## config.mk

```make
export PLATFORM = sky130hd
export DESIGN_NAME = banded_priority_multi_fifo
export DESIGN_NICKNAME = d
export VERILOG_FILES = /design/src/rtl/bpmf_pkg.sv /design/src/rtl/bpmf_ram.sv /design/src/rtl/bpmf_ctrl.sv /design/src/rtl/banded_priority_multi_fifo.sv
export VERILOG_INCLUDE_DIRS = /design/src /design/src/rtl
export SDC_FILE = /design/constraint.sdc
export NUM_CORES = 1
export LEC_CHECK = 0
export BUFFER_PORTS_ARGS = -buffer_cell sky130_fd_sc_hd__buf_2
export CORE_UTILIZATION = 30
export CTS_CLUSTER_DIAMETER = 200
export DETAILED_ROUTE_END_ITERATION = 8
export GPL_TIMING_DRIVEN = 0
export PLACE_DENSITY = 0.48
export SYNTH_ARGS = -nofsm -noshare
export SYNTH_HDL_FRONTEND = slang
export SYNTH_SLANG_ARGS = --single-unit
```

## constraint.sdc

```tcl
create_clock -name i_clk -period 5.87 [get_ports i_clk]
set_input_delay 0.8805 -clock i_clk [delete_from_list [all_inputs] [get_ports i_clk]]
set_output_delay 0.8805 -clock i_clk [all_outputs]
set_load 0.05 [all_outputs]
```

## src/rtl/assert_macros.svh

```systemverilog
// assertion macros used by the top-level rtl module
`ifndef ASSERT_MACROS_SVH
`define ASSERT_MACROS_SVH

// same-cycle implication, checked at every clock edge outside reset
`define BPMF_ASSERT_IMPL(lbl, ante, cons, msg) \
    lbl: assert property (@(posedge i_clk) disable iff (!i_rst_n) (ante) |-> (cons)) \
        else $error(msg);

// next-cycle implication, checked at every clock edge outside reset
`define BPMF_ASSERT_NEXT(lbl, ante, cons, msg) \
    lbl: assert property (@(posedge i_clk) disable iff (!i_rst_n) (ante) |=> (cons)) \
        else $error(msg);

`endif

```

## src/rtl/bpmf_pkg.sv

```systemverilog
// package: types, codes and constants of the banded priority multi fifo
`default_nettype none
package bpmf_pkg;

    localparam int NUM_LEVELS      = 5;
    localparam int NUM_BANDS       = NUM_LEVELS - 1;
    localparam int DEF_LEVEL_DEPTH = 16;
    localparam int VAL_W           = 7;
    localparam int LVL_W           = 3;
    localparam int CFG_IDX_W       = 3;

    localparam logic [VAL_W-1:0] VALUE_MIN = 7'd50;
    localparam logic [VAL_W-1:0] VALUE_MAX = 7'd100;

    // band register reset values, top band first
    localparam logic [VAL_W-1:0] BAND_TOP_RST    = 7'd89;
    localparam logic [VAL_W-1:0] BAND_SECOND_RST = 7'd79;
    localparam logic [VAL_W-1:0] BAND_THIRD_RST  = 7'd69;
    localparam logic [VAL_W-1:0] BAND_FOURTH_RST = 7'd59;

    // configuration register indexes
    localparam logic [CFG_IDX_W-1:0] CFG_BAND_TOP    = 3'd0;
    localparam logic [CFG_IDX_W-1:0] CFG_BAND_SECOND = 3'd1;
    localparam logic [CFG_IDX_W-1:0] CFG_BAND_THIRD  = 3'd2;
    localparam logic [CFG_IDX_W-1:0] CFG_BAND_FOURTH = 3'd3;

    // operation codes
    localparam logic FUNC_ENQ = 1'b0;
    localparam logic FUNC_DEQ = 1'b1;

    typedef enum logic [2:0] {
        ST_ENQ   = 3'd0,
        ST_DEQ   = 3'd1,
        ST_EMPTY = 3'd2,
        ST_FULL  = 3'd3,
        ST_RANGE = 3'd4
    } t_status;

    typedef logic [VAL_W-1:0] t_bands [NUM_BANDS];

    // outcome of one item, passed from the controller to the result stage
    typedef struct packed {
        t_status            status;
        logic [LVL_W-1:0]   level;
        logic               is_deq;
    } t_op_info;

endpackage
`default_nettype wire

```

## src/rtl/bpmf_ram.sv

```systemverilog
// generic simple dual-port ram with registered read
`default_nettype none
module bpmf_ram #(
    parameter int WIDTH = 8,
    parameter int DEPTH = 16,
    parameter int AW    = (DEPTH > 1) ? $clog2(DEPTH) : 1
) (
    input  wire logic             i_clk,
    input  wire logic             i_we,
    input  wire logic [AW-1:0]    i_waddr,
    input  wire logic [WIDTH-1:0] i_wdata,
    input  wire logic             i_re,
    input  wire logic [AW-1:0]    i_raddr,
    output logic      [WIDTH-1:0] o_rdata
);

    logic [WIDTH-1:0] r_mem [DEPTH];
    logic [WIDTH-1:0] r_rdata;

    // write port
    always_ff @(posedge i_clk) begin
        if (i_we) begin
            r_mem[i_waddr] <= i_wdata;
        end
    end

    // read port, data held until the next read
    always_ff @(posedge i_clk) begin
        if (i_re) begin
            r_rdata <= r_mem[i_raddr];
        end
    end

    assign o_rdata = r_rdata;

endmodule
`default_nettype wire

```

## src/rtl/bpmf_ctrl.sv

```systemverilog
// level controller: band classify, priority pick, head/tail pointers and counts
`default_nettype none
module bpmf_ctrl #(
    parameter int LEVEL_DEPTH = bpmf_pkg::DEF_LEVEL_DEPTH,
    parameter int ADDR_W      = ($clog2(bpmf_pkg::NUM_LEVELS * LEVEL_DEPTH) > 0)
                                ? $clog2(bpmf_pkg::NUM_LEVELS * LEVEL_DEPTH) : 1
) (
    input  wire logic                        i_clk,
    input  wire logic                        i_rst_n,
    input  wire logic                        i_accept,
    input  wire logic                        i_func,
    input  wire logic [bpmf_pkg::VAL_W-1:0]  i_value,
    input  wire bpmf_pkg::t_bands            i_bands,
    output bpmf_pkg::t_op_info               o_info,
    output logic                             o_ram_we,
    output logic                             o_ram_re,
    output logic [ADDR_W-1:0]                o_ram_addr
);
    import bpmf_pkg::*;

    localparam int PTR_W = (LEVEL_DEPTH > 1) ? $clog2(LEVEL_DEPTH) : 1;
    localparam int CNT_W = $clog2(LEVEL_DEPTH + 1);
    localparam logic [PTR_W-1:0] PTR_LAST = PTR_W'(LEVEL_DEPTH - 1);
    localparam logic [CNT_W-1:0] CNT_FULL = CNT_W'(LEVEL_DEPTH);

    logic [PTR_W-1:0] r_head [NUM_LEVELS];
    logic [PTR_W-1:0] r_tail [NUM_LEVELS];
    logic [CNT_W-1:0] r_count [NUM_LEVELS];

    logic [LVL_W-1:0] enq_level;
    logic [LVL_W-1:0] deq_level;
    logic             any_busy;
    logic             in_range;
    logic             enq_ok;
    logic             deq_ok;
    logic [PTR_W-1:0] sel_ptr;
    logic [LVL_W-1:0] sel_level;

    // band cascade, first match wins
    always_comb begin
        priority if (i_value > i_bands[0]) begin
            enq_level = LVL_W'(0);
        end else if (i_value > i_bands[1]) begin
            enq_level = LVL_W'(1);
        end else if (i_value > i_bands[2]) begin
            enq_level = LVL_W'(2);
        end else if (i_value > i_bands[3]) begin
            enq_level = LVL_W'(3);
        end else begin
            enq_level = LVL_W'(4);
        end
    end

    // lowest-numbered non-empty level
    always_comb begin
        deq_level = '0;
        any_busy  = 1'b0;
        for (int i = NUM_LEVELS - 1; i >= 0; i--) begin
            if (r_count[i] != '0) begin
                deq_level = LVL_W'(i);
                any_busy  = 1'b1;
            end
        end
    end

    assign in_range = (i_value >= VALUE_MIN) && (i_value <= VALUE_MAX);

    // outcome of the item
    always_comb begin
        o_info.is_deq = 1'b0;
        o_info.level  = '0;
        o_info.status = ST_EMPTY;
        enq_ok        = 1'b0;
        deq_ok        = 1'b0;
        if (i_func == FUNC_ENQ) begin
            if (!in_range) begin
                o_info.status = ST_RANGE;
            end else if (r_count[enq_level] == CNT_FULL) begin
                o_info.status = ST_FULL;
                o_info.level  = enq_level;
            end else begin
                o_info.status = ST_ENQ;
                o_info.level  = enq_level;
                enq_ok        = 1'b1;
            end
        end else if (any_busy) begin
            o_info.status = ST_DEQ;
            o_info.level  = deq_level;
            o_info.is_deq = 1'b1;
            deq_ok        = 1'b1;
        end
    end

    // store address: level base plus slot
    assign sel_level  = (i_func == FUNC_ENQ) ? enq_level : deq_level;
    assign sel_ptr    = (i_func == FUNC_ENQ) ? r_tail[sel_level] : r_head[sel_level];
    assign o_ram_addr = ADDR_W'(ADDR_W'(sel_level) * ADDR_W'(LEVEL_DEPTH)) + ADDR_W'(sel_ptr);
    assign o_ram_we   = i_accept && enq_ok;
    assign o_ram_re   = i_accept && deq_ok;

    // pointer and count update
    always_ff @(posedge i_clk) begin
        if (!i_rst_n) begin
            for (int i = 0; i < NUM_LEVELS; i++) begin
                r_head[i]  <= '0;
                r_tail[i]  <= '0;
                r_count[i] <= '0;
            end
        end else if (i_accept) begin
            if (enq_ok) begin
                r_tail[enq_level]  <= (r_tail[enq_level] == PTR_LAST) ? '0
                                      : r_tail[enq_level] + PTR_W'(1);
                r_count[enq_level] <= r_count[enq_level] + CNT_W'(1);
            end
            if (deq_ok) begin
                r_head[deq_level]  <= (r_head[deq_level] == PTR_LAST) ? '0
                                      : r_head[deq_level] + PTR_W'(1);
                r_count[deq_level] <= r_count[deq_level] - CNT_W'(1);
            end
        end
    end

endmodule
`default_nettype wire

```

## src/rtl/banded_priority_multi_fifo.sv

```systemverilog
// pipeline: an accepted item is registered in the store-read stage, then in the
// result register; a stalled result port holds both stages
// throughput: one item per cycle while the result port is not stalled, set by the
// single store port and the pointer and count update of the level controller
// reset: synchronous active low; bands return to 89/79/69/59, all levels
// empty, pipeline cleared; store contents are left as they are
`default_nettype none
`include "assert_macros.svh"
module banded_priority_multi_fifo #(
    parameter int LEVEL_DEPTH = bpmf_pkg::DEF_LEVEL_DEPTH
) (
    input  wire logic                          i_clk,
    input  wire logic                          i_rst_n,
    // configuration write channel
    input  wire logic                          i_cfg_valid,
    output logic                               o_cfg_ready,
    input  wire logic [bpmf_pkg::CFG_IDX_W-1:0] i_cfg_index,
    input  wire logic [bpmf_pkg::VAL_W-1:0]    i_cfg_data,
    // input stream
    input  wire logic                          s_axis_tvalid,
    output logic                               s_axis_tready,
    input  wire logic [7:0]                    s_axis_tdata,   // [6:0] value
    input  wire logic [0:0]                    s_axis_tuser,   // [0] func
    // result stream
    output logic                               m_axis_tvalid,
    input  wire logic                          m_axis_tready,
    output logic [15:0]                        m_axis_tdata,   // [6:0] out_value, [9:7] level
    output logic [2:0]                         m_axis_tuser    // [2:0] status
);
    import bpmf_pkg::*;

    localparam int STORE_DEPTH = NUM_LEVELS * LEVEL_DEPTH;
    localparam int ADDR_W      = (STORE_DEPTH > 1) ? $clog2(STORE_DEPTH) : 1;

    t_bands            r_bands;
    t_op_info          op_info;
    logic              accept;
    logic              ram_we;
    logic              ram_re;
    logic [ADDR_W-1:0] ram_addr;
    logic [VAL_W-1:0]  ram_q;

    logic              r_s1_valid;
    t_op_info          r_s1_info;
    logic              r_out_valid;
    t_status           r_out_status;
    logic [LVL_W-1:0]  r_out_level;
    logic [VAL_W-1:0]  r_out_value;
    logic              out_adv;
    logic              s1_adv;

    // band registers
    assign o_cfg_ready = 1'b1;
    always_ff @(posedge i_clk) begin
        if (!i_rst_n) begin
            r_bands[0] <= BAND_TOP_RST;
            r_bands[1] <= BAND_SECOND_RST;
            r_bands[2] <= BAND_THIRD_RST;
            r_bands[3] <= BAND_FOURTH_RST;
        end else if (i_cfg_valid) begin
            unique case (i_cfg_index)
                CFG_BAND_TOP:    r_bands[0] <= i_cfg_data;
                CFG_BAND_SECOND: r_bands[1] <= i_cfg_data;
                CFG_BAND_THIRD:  r_bands[2] <= i_cfg_data;
                CFG_BAND_FOURTH: r_bands[3] <= i_cfg_data;
                default: ;
            endcase
        end
    end

    // handshake chain: result register, then store-read stage
    assign out_adv       = !r_out_valid || m_axis_tready;
    assign s1_adv        = r_s1_valid && out_adv;
    assign s_axis_tready = !r_s1_valid || out_adv;
    assign accept        = s_axis_tvalid && s_axis_tready;

    bpmf_ctrl #(
        .LEVEL_DEPTH (LEVEL_DEPTH),
        .ADDR_W      (ADDR_W)
    ) u_ctrl (
        .i_clk      (i_clk),
        .i_rst_n    (i_rst_n),
        .i_accept   (accept),
        .i_func     (s_axis_tuser[0]),
        .i_value    (s_axis_tdata[VAL_W-1:0]),
        .i_bands    (r_bands),
        .o_info     (op_info),
        .o_ram_we   (ram_we),
        .o_ram_re   (ram_re),
        .o_ram_addr (ram_addr)
    );

    bpmf_ram #(
        .WIDTH (VAL_W),
        .DEPTH (STORE_DEPTH),
        .AW    (ADDR_W)
    ) u_store (
        .i_clk   (i_clk),
        .i_we    (ram_we),
        .i_waddr (ram_addr),
        .i_wdata (s_axis_tdata[VAL_W-1:0]),
        .i_re    (ram_re),
        .i_raddr (ram_addr),
        .o_rdata (ram_q)
    );

    // store-read stage
    always_ff @(posedge i_clk) begin
        if (!i_rst_n) begin
            r_s1_valid <= 1'b0;
        end else if (s_axis_tready) begin
            r_s1_valid <= s_axis_tvalid;
        end
    end

    always_ff @(posedge i_clk) begin
        if (accept) begin
            r_s1_info <= op_info;
        end
    end

    // result register
    always_ff @(posedge i_clk) begin
        if (!i_rst_n) begin
            r_out_valid <= 1'b0;
        end else if (out_adv) begin
            r_out_valid <= r_s1_valid;
        end
    end

    always_ff @(posedge i_clk) begin
        if (s1_adv) begin
            r_out_status <= r_s1_info.status;
            r_out_level  <= r_s1_info.level;
            r_out_value  <= r_s1_info.is_deq ? ram_q : '0;
        end
    end

    assign m_axis_tvalid = r_out_valid;
    assign m_axis_tuser  = r_out_status;
    assign m_axis_tdata  = {6'd0, r_out_level, r_out_value};

    // checks
    `BPMF_ASSERT_NEXT(a_accept_fills_s1, accept, r_s1_valid,
        "accepted item did not reach the store-read stage")
    `BPMF_ASSERT_NEXT(a_s1_holds, r_s1_valid && !out_adv,
        r_s1_valid && $stable(r_s1_info),
        "stalled store-read stage lost its item")
    `BPMF_ASSERT_IMPL(a_value_zero, m_axis_tvalid && (m_axis_tuser != ST_DEQ),
        m_axis_tdata[VAL_W-1:0] == '0,
        "non-dequeue result carries a value")

endmodule
`default_nettype wire

```

Word level (Yosys, flattened, before mapping)
Memory sizes are Yosys's and may differ from the RTL's. A register that Yosys moved wholly into a read port is not among the register bits.
Index checks and enable logic that the tools add are counted.
- register bits: 50
- latch bits: 0
- RAM bits: 625
- bits in read-only memories: 0
- bits of input ports: 24
- output and inout bits: 22
- logic and storage cells: 107
- memories: 4
- add/subtract/negate cells: 5
- $mul: 0
- div/mod/pow operators: 0
- order comparisons: 6
- equality and inequality tests: 6
- shift-type cells: 0
- multiplexer cells: 51
- bitwise gates (word level): 0
- reductions and logical operators: 23
- memories (name ; depth ; bits a word ; read ports ; clocked after Yosys merged registers in ; wr ports ; line ; RTL):
    u_store.r_mem ; 80 ; 7 ; 1 ; 1 ; 1 ; bpmf_ram.sv:17 ; logic [WIDTH-1:0] r_mem [DEPTH];
    u_ctrl.r_count ; 5 ; 5 ; 7 ; 0 ; 5 ; bpmf_ctrl.sv:28 ; logic [CNT_W-1:0] r_count [NUM_LEVELS];
    u_ctrl.r_head ; 5 ; 4 ; 2 ; 0 ; 5 ; bpmf_ctrl.sv:26 ; logic [PTR_W-1:0] r_head [NUM_LEVELS];
    u_ctrl.r_tail ; 5 ; 4 ; 2 ; 0 ; 5 ; bpmf_ctrl.sv:27 ; logic [PTR_W-1:0] r_tail [NUM_LEVELS];
- operator list (cell ; count):
    2-to-1 mux 3 bit ; 16
    > comparator 7 bit ; 4
    2-to-1 mux 1 bit ; 25
    nonzero test 5 bit ; 5
    2-to-1 mux 4 bit ; 5
    2-to-1 mux 5 bit ; 3
    2-to-1 mux 6 bit ; 2
    OR reduction 5 bit ; 2
    adder 4 x 1 -> 4 bit, second input constant ; 2
    == test 4 bit, second input constant ; 2
    AND reduction 2 bit ; 4
    OR reduction 4 bit ; 2
    adder 7 x 4 -> 7 bit ; 1
    >= comparator 7 x 6 -> 1 bit, second input constant ; 1
    <= comparator 7 bit, second input constant ; 1
    == test 3 x 2 -> 1 bit, second input constant ; 2
    adder 5 x 1 -> 5 bit, second input constant ; 1
    == test 5 bit, second input constant ; 1
    logical AND 1 bit ; 5
    subtractor 5 x 1 -> 5 bit, second input constant ; 1
    == test 3 x 1 -> 1 bit, second input constant ; 1
    logical NOT 3 bit ; 1
    logical NOT 1 bit ; 2
    logical OR 1 bit ; 2

Longest topological paths before layout
An unclocked memory read counts as a cell.
- depth after elaboration: 17
- depth in mapped cells: 20
- gate-level depth less buffers: 18

Hierarchy
From an unflattened synthesis, not the netlist that was laid out.
- cell total of the unflattened synthesis: 1704
- area total of the unflattened synthesis: 29166.7 sq um
- modules (own cells, without submodules) (module ; times used ; cells each ; area an instance (sq um) ; seq. area each (sq um)):
    bpmf_ram ; 1 ; 991 ; 21999.8 ; 17026.3
    bpmf_ctrl ; 1 ; 559 ; 5238.8 ; 2222.1
    banded_priority_multi_fifo ; 1 ; 154 ; 1928.1 ; 1201.2

Worst setup path before layout
Ideal clock, no wire load.
- path kind: input to register
- from: in s_axis_tdata[6]
- to: mem u_store.r_mem[40][0] (netlist bit) (enable)
- setup time: 0.380 ns
- arrival: 4.542 ns
- required time: 5.490 ns
- setup slack: 0.948 ns
- stages: 16
- path buffers: 1
- cell sequence: ha_1 -> nand4_1 -> a21oi_1 -> o22ai_1 -> o21ai_0 -> nand2_1 -> a221oi_1 -> a211oi_1 -> o21ai_0 -> o21ai_0 -> ha_1 -> nand4b_1 -> and3_1 -> clkbuf_1 -> nand3_1 -> nor3_1
- cells in the longest elaborated chain, start to end: 13
- elaborated cells between the ends (all ways): 24
- classes of those cells: add/sub (1); order compare (6); eq/ne (1); mux (11); reduce/logical (2); memory (3)
- ends and longest elaborated chain (element ; line ; RTL):
    start: declaration ; banded_priority_multi_fifo.sv:22 ; input wire logic [7:0] s_axis_tdata,
    > comparator 7 bit ; bpmf_ctrl.sv:47 ; end else if (i_value > i_bands[3]) begin
    2-to-1 mux 3 bit ; bpmf_ctrl.sv:47 ;
    2-to-1 mux 3 bit ; bpmf_ctrl.sv:45 ; end else if (i_value > i_bands[2]) begin
    2-to-1 mux 3 bit ; bpmf_ctrl.sv:43 ; end else if (i_value > i_bands[1]) begin
    2-to-1 mux 3 bit ; bpmf_ctrl.sv:41 ; priority if (i_value > i_bands[0]) begin
    memory (5 x 5 bit) ; n/a ;
    == test 5 bit ; bpmf_ctrl.sv:78 ; end else if (r_count[enq_level] == CNT_FULL) begin
    2-to-1 mux 1 bit ; bpmf_ctrl.sv:78 ;
    2-to-1 mux 1 bit ; bpmf_ctrl.sv:76 ; if (!in_range) begin
    2-to-1 mux 1 bit ; bpmf_ctrl.sv:75 ; if (i_func == FUNC_ENQ) begin
    logical AND 1 bit ; bpmf_ctrl.sv:98 ; assign o_ram_we = i_accept && enq_ok;
    2-to-1 mux 1 bit ; bpmf_ram.sv:22 ; if (i_we) begin
    2-to-1 mux 1 bit (implied by the code) ; bpmf_ram.sv:23 ; r_mem[i_waddr] <= i_wdata;
    end: declaration ; bpmf_ram.sv:17 ;
Parallel ways exist; a longest one is shown, timed or not.

Worst setup path in the final report
- from: in s_axis_tdata[3]
- to: mem u_store.r_mem[50][1] (netlist bit) (enable)
Same word-level chain as after synthesis.

==> impl_metrics.json <==
{
  "status": "complete, but fails checks",
  "failed_checks": "setup timing",
  "top_usage_layer": "met2",
  "fmaxAchievable_ghz": 0.169,
  "synth-async-reset-ratio_pct": 0,
  "post-place-ws_ps": -3640,
  "cp.buffers_inverters": 6,
  "hp-class": "reg -> reg",
  "r2r_slack_ps": 230,
  "cell_with_the_largest_stage_delay_on_the_worst_path": "nand2_2",
  "dp_hpwl_um": 75200,
  "drt_iter0_markers": 2768,
  "remaining_drc_errors": 0,
  "yosysWarningCount": 0,
  "worstPathArrival_ps": 6220,
  "input_output_buffers": 35,
  "die_area_mm2": 0.0989,
  "gr-usage-met3_pct": 3.91,
  "grt_overflow": 0,
  "synth-main-ff-cell": "edfxtp_1",
  "post-route-period-util_pct": 101,
  "hold_viol": 0,
  "top_ports": 46,
  "dpl_cell_area_mm2": 0.0313,
  "timing_max_transition_violations_final": 0,
  "total_power_w": 0.0129,
  "detail_route.wl_per_cell_um": 29.7,
  "critical_path_peak_fanout": 48,
  "critical_path.reg2reg.startpoint": "u_ctrl.r_count[0][0]$_SDFFCE_PN0P_",
  "timing.critical_path.to_type": "flip-flop",
  "number_of_antenna_violations_at_the_first_check_in_global_routing": 2,
  "drive_above_1_share_pct": 17.4,
  "initial_utilization_pct": 30.3,
  "cts.sink_count": 683,
  "timing.critical_path.required_ps": 6160,
  "synth_area_mm2": 0.0293,
  "layout_commonest_cell": "edfxtp_1",
  "clock-skew-final_ps": 38.5,
  "drtPass1Iterations": 8,
  "placed_cells": 3641,
  "wl_um": 113000,
  "vias_in_the_first_global_route": 20500,
  "final_antenna_net_count": 0,
  "ys_ff_latch": 683,
  "critPathKind": "in -> reg",
  "cts_buffers": 77,
  "design.final.nets": 2523,
  "root_buffer": "clkbuf_16",
  "num_vias": 21400,
  "yosysUniqueCellTypes": 82,
  "max_slew.worst_pin.slew_ps": 1340,
  "setup_repair_after_global_routing_missed_its_margin": "true",
  "cellPowerDensity_mw_per_mm2": 368,
  "depth_of_the_most_critical_reg_to_reg_path": 17,
  "startpoint_type": "primary input",
  "yosysSeqAreaShare_pct": 69.0,
  "post_synth_inst_count": 2315,
  "post_synth.cell_area_avg_um2": 12.7,
  "std_cell_rows": 114,
  "post_layout_nonfiller_instances": 3802,
  "destination_of_the_worst_register_to_register_timing_path": "u_store.o_rdata[6]$_DFFE_PP_",
  "layout-area-overhead-vs-synth_pct": 20.0,
  "min_delay_src": "r_s1_info[3]$_DFFE_PP_",
  "layout.cells.most_common_list": "653 x edfxtp_1, 418 x nand2_1, 138 x nand3_1, 134 x nor2_1, 109 x a21oi_1",
  "latest_clock_arrival_within_the_worst_skew_pair_ps": 650,
  "post-route-min-period_ps": 5930,
  "die_x_um": 314,
  "whs_endpoint": "r_out_level[2]$_DFFE_PP_",
  "htree_num_levels": 3,
  "ir_drop_mv": 0.223,
  "holdPathStages": 0,
  "finalWeightedCongestion": 0.941,
  "global_route.usage.met1_pct": 30.3,
  "global_route.usage.met2_pct": 35.7,
  "ctsLongestPathBuffers": 3,
  "vias_per_cell": 5.62,
  "stdcell_area_mm2": 0.0352,
  "cpLargestDelayFamily": "simple AND/OR/NAND/NOR gates",
  "fp.coreArea_mm2": 0.0967,
  "clk_pin_slew_ps": 60,
  "minimum_setup_slack_in_the_final_design_ps": -58.9,
  "die_h_um": 314,
  "slew_headroom_pct": 9.50,
  "total_leakage_power_nw": 11.9,
  "worst_stage_delay_on_the_critical_path_ps": 500,
  "wire_length_of_the_first_global_routing_pass_um": 158000,
  "synth_edf_count": 653,
  "hold_ws_ps": 419,
  "grt_max_degree": 83,
  "grt_usage_pct": 22.6,
  "crit_chain": "buf_8, buf_16, ha_1, and4_1, a21boi_1, o31a_1, buf_2, a21oi_4, o21ai_4, or3_1, a31o_4, buf_6, buf_6, nor3_2, buf_2, nand2_2, nor2_4",
  "tritoncts": "built",
  "timing.max_cap.violations": 0,
  "timing.final.setup_violations": 43
}
==> worst max path at each step <==
| stage | startpoint | endpoint | depth (start not counted) |
|---|---|---|---|
| after floorplan | s_axis_tdata[6] | u_store.r_mem[40][0]$_DFFE_PP_ | 16 |
| after global placement | s_axis_tdata[0] | u_store.o_rdata[6]$_DFFE_PP_ | 18 |
| after detailed placement | s_axis_tdata[0] | u_store.o_rdata[6]$_DFFE_PP_ | 18 |
| after CTS | s_axis_tdata[3] | u_store.o_rdata[6]$_DFFE_PP_ | 20 |
| after global routing | s_axis_tdata[4] | u_store.r_mem[64][2]$_DFFE_PP_ | 18 |
| final | s_axis_tdata[3] | u_store.r_mem[50][1]$_DFFE_PP_ | 17 |
==> cell usage after synthesis, drive strengths merged, types with 22 or more instances <==
cell / n / area, µm²
and3: 25 / 156
nand2: 428 / 1610
o211ai: 26 / 200
nor2: 213 / 805
clkbuf: 31 / 116
mux2i: 75 / 751
o21ai: 70 / 354
inv: 38 / 143
ha: 33 / 413
a31oi: 22 / 138
a221oi: 35 / 313
dfxtp: 30 / 601
edfxtp: 653 / 19600
a21oi: 114 / 574
buf: 90 / 510
nor3: 30 / 165
nand3: 140 / 701
==> routing by layer <==
layer	share of wire, %	routed length [µm]	vias to the layer above
li1	-	-	9042
met1	41	45900	10800
met2	46	51800	1259
met3	8.9	10100	250
met4	4.7	5350	2
met5	0.011	13	-
==> cell type report <==
cell class / count / area, µm²
antenna: 3 / 7.51
buffer: 121 / 892
clock buffer: 90 / 1990
clock inverter: 46 / 442
fill: 9454 / 61600
inverter: 38 / 143
multi-input combinational: 1479 / 9220
sequential: 683 / 20200
tap: 1276 / 1600
timing repair buffer: 66 / 664
==> registers in the layout (all words and copies together), names as in the netlist <==
register / flops
m_axis_tuser: 3
m_axis_tvalid: 1
r_bands: 28
r_out_level: 3
r_out_value: 7
r_s1_info: 7
r_s1_valid: 1
u_ctrl.r_count: 25
u_ctrl.r_head: 20
u_ctrl.r_tail: 21
u_store.o_rdata: 7
u_store.r_mem: 560
==> where the power goes <==
group	total, W	switching (W)	internal, W	leakage [nW]
Combinational	0.00277	0.00205	0.000722	4.52
Clock	0.00474	0.00204	0.00270	1.19
Sequential	0.00543	0.0000329	0.00540	6.22
==> kinds of logic (layout without fill, tap and decap cells) <==
group                    count (synthesis)  in the layout  share of synthesized area (%)
AO/OA/AOI/OAI                          430            430                           10.1
XOR/XNOR                                 8              8                          0.239
adder cells (fa/ha/maj)                 33             33                           1.41
buffers and inverters                  159            361                           2.63
flip-flops                             683            683                           69.0
multiplexers                            91             91                           3.22
other                                    2             11                         0.0256
AND/OR/NAND/NOR                        909            909                           13.4
==> stage by stage <==
stage	TNS [ps]	util [%]
finish	-825	36.4
floorplan	0	-
global placement	-1913590	32.1
CTS	-133	35.9
detailed placement	-1403820	32.4
global route	-10070	36.3
==> what timing repair did <==
item / in CTS / in global routing
setup endpoints to repair: 651 / 522
gates cloned: 0 / 0
pin swaps: 10 / 11
gates resized for setup: 265 / 75
hold buffers: 0 / 0
setup buffers: 13 / 9
(Power assumes the default switching activity.)
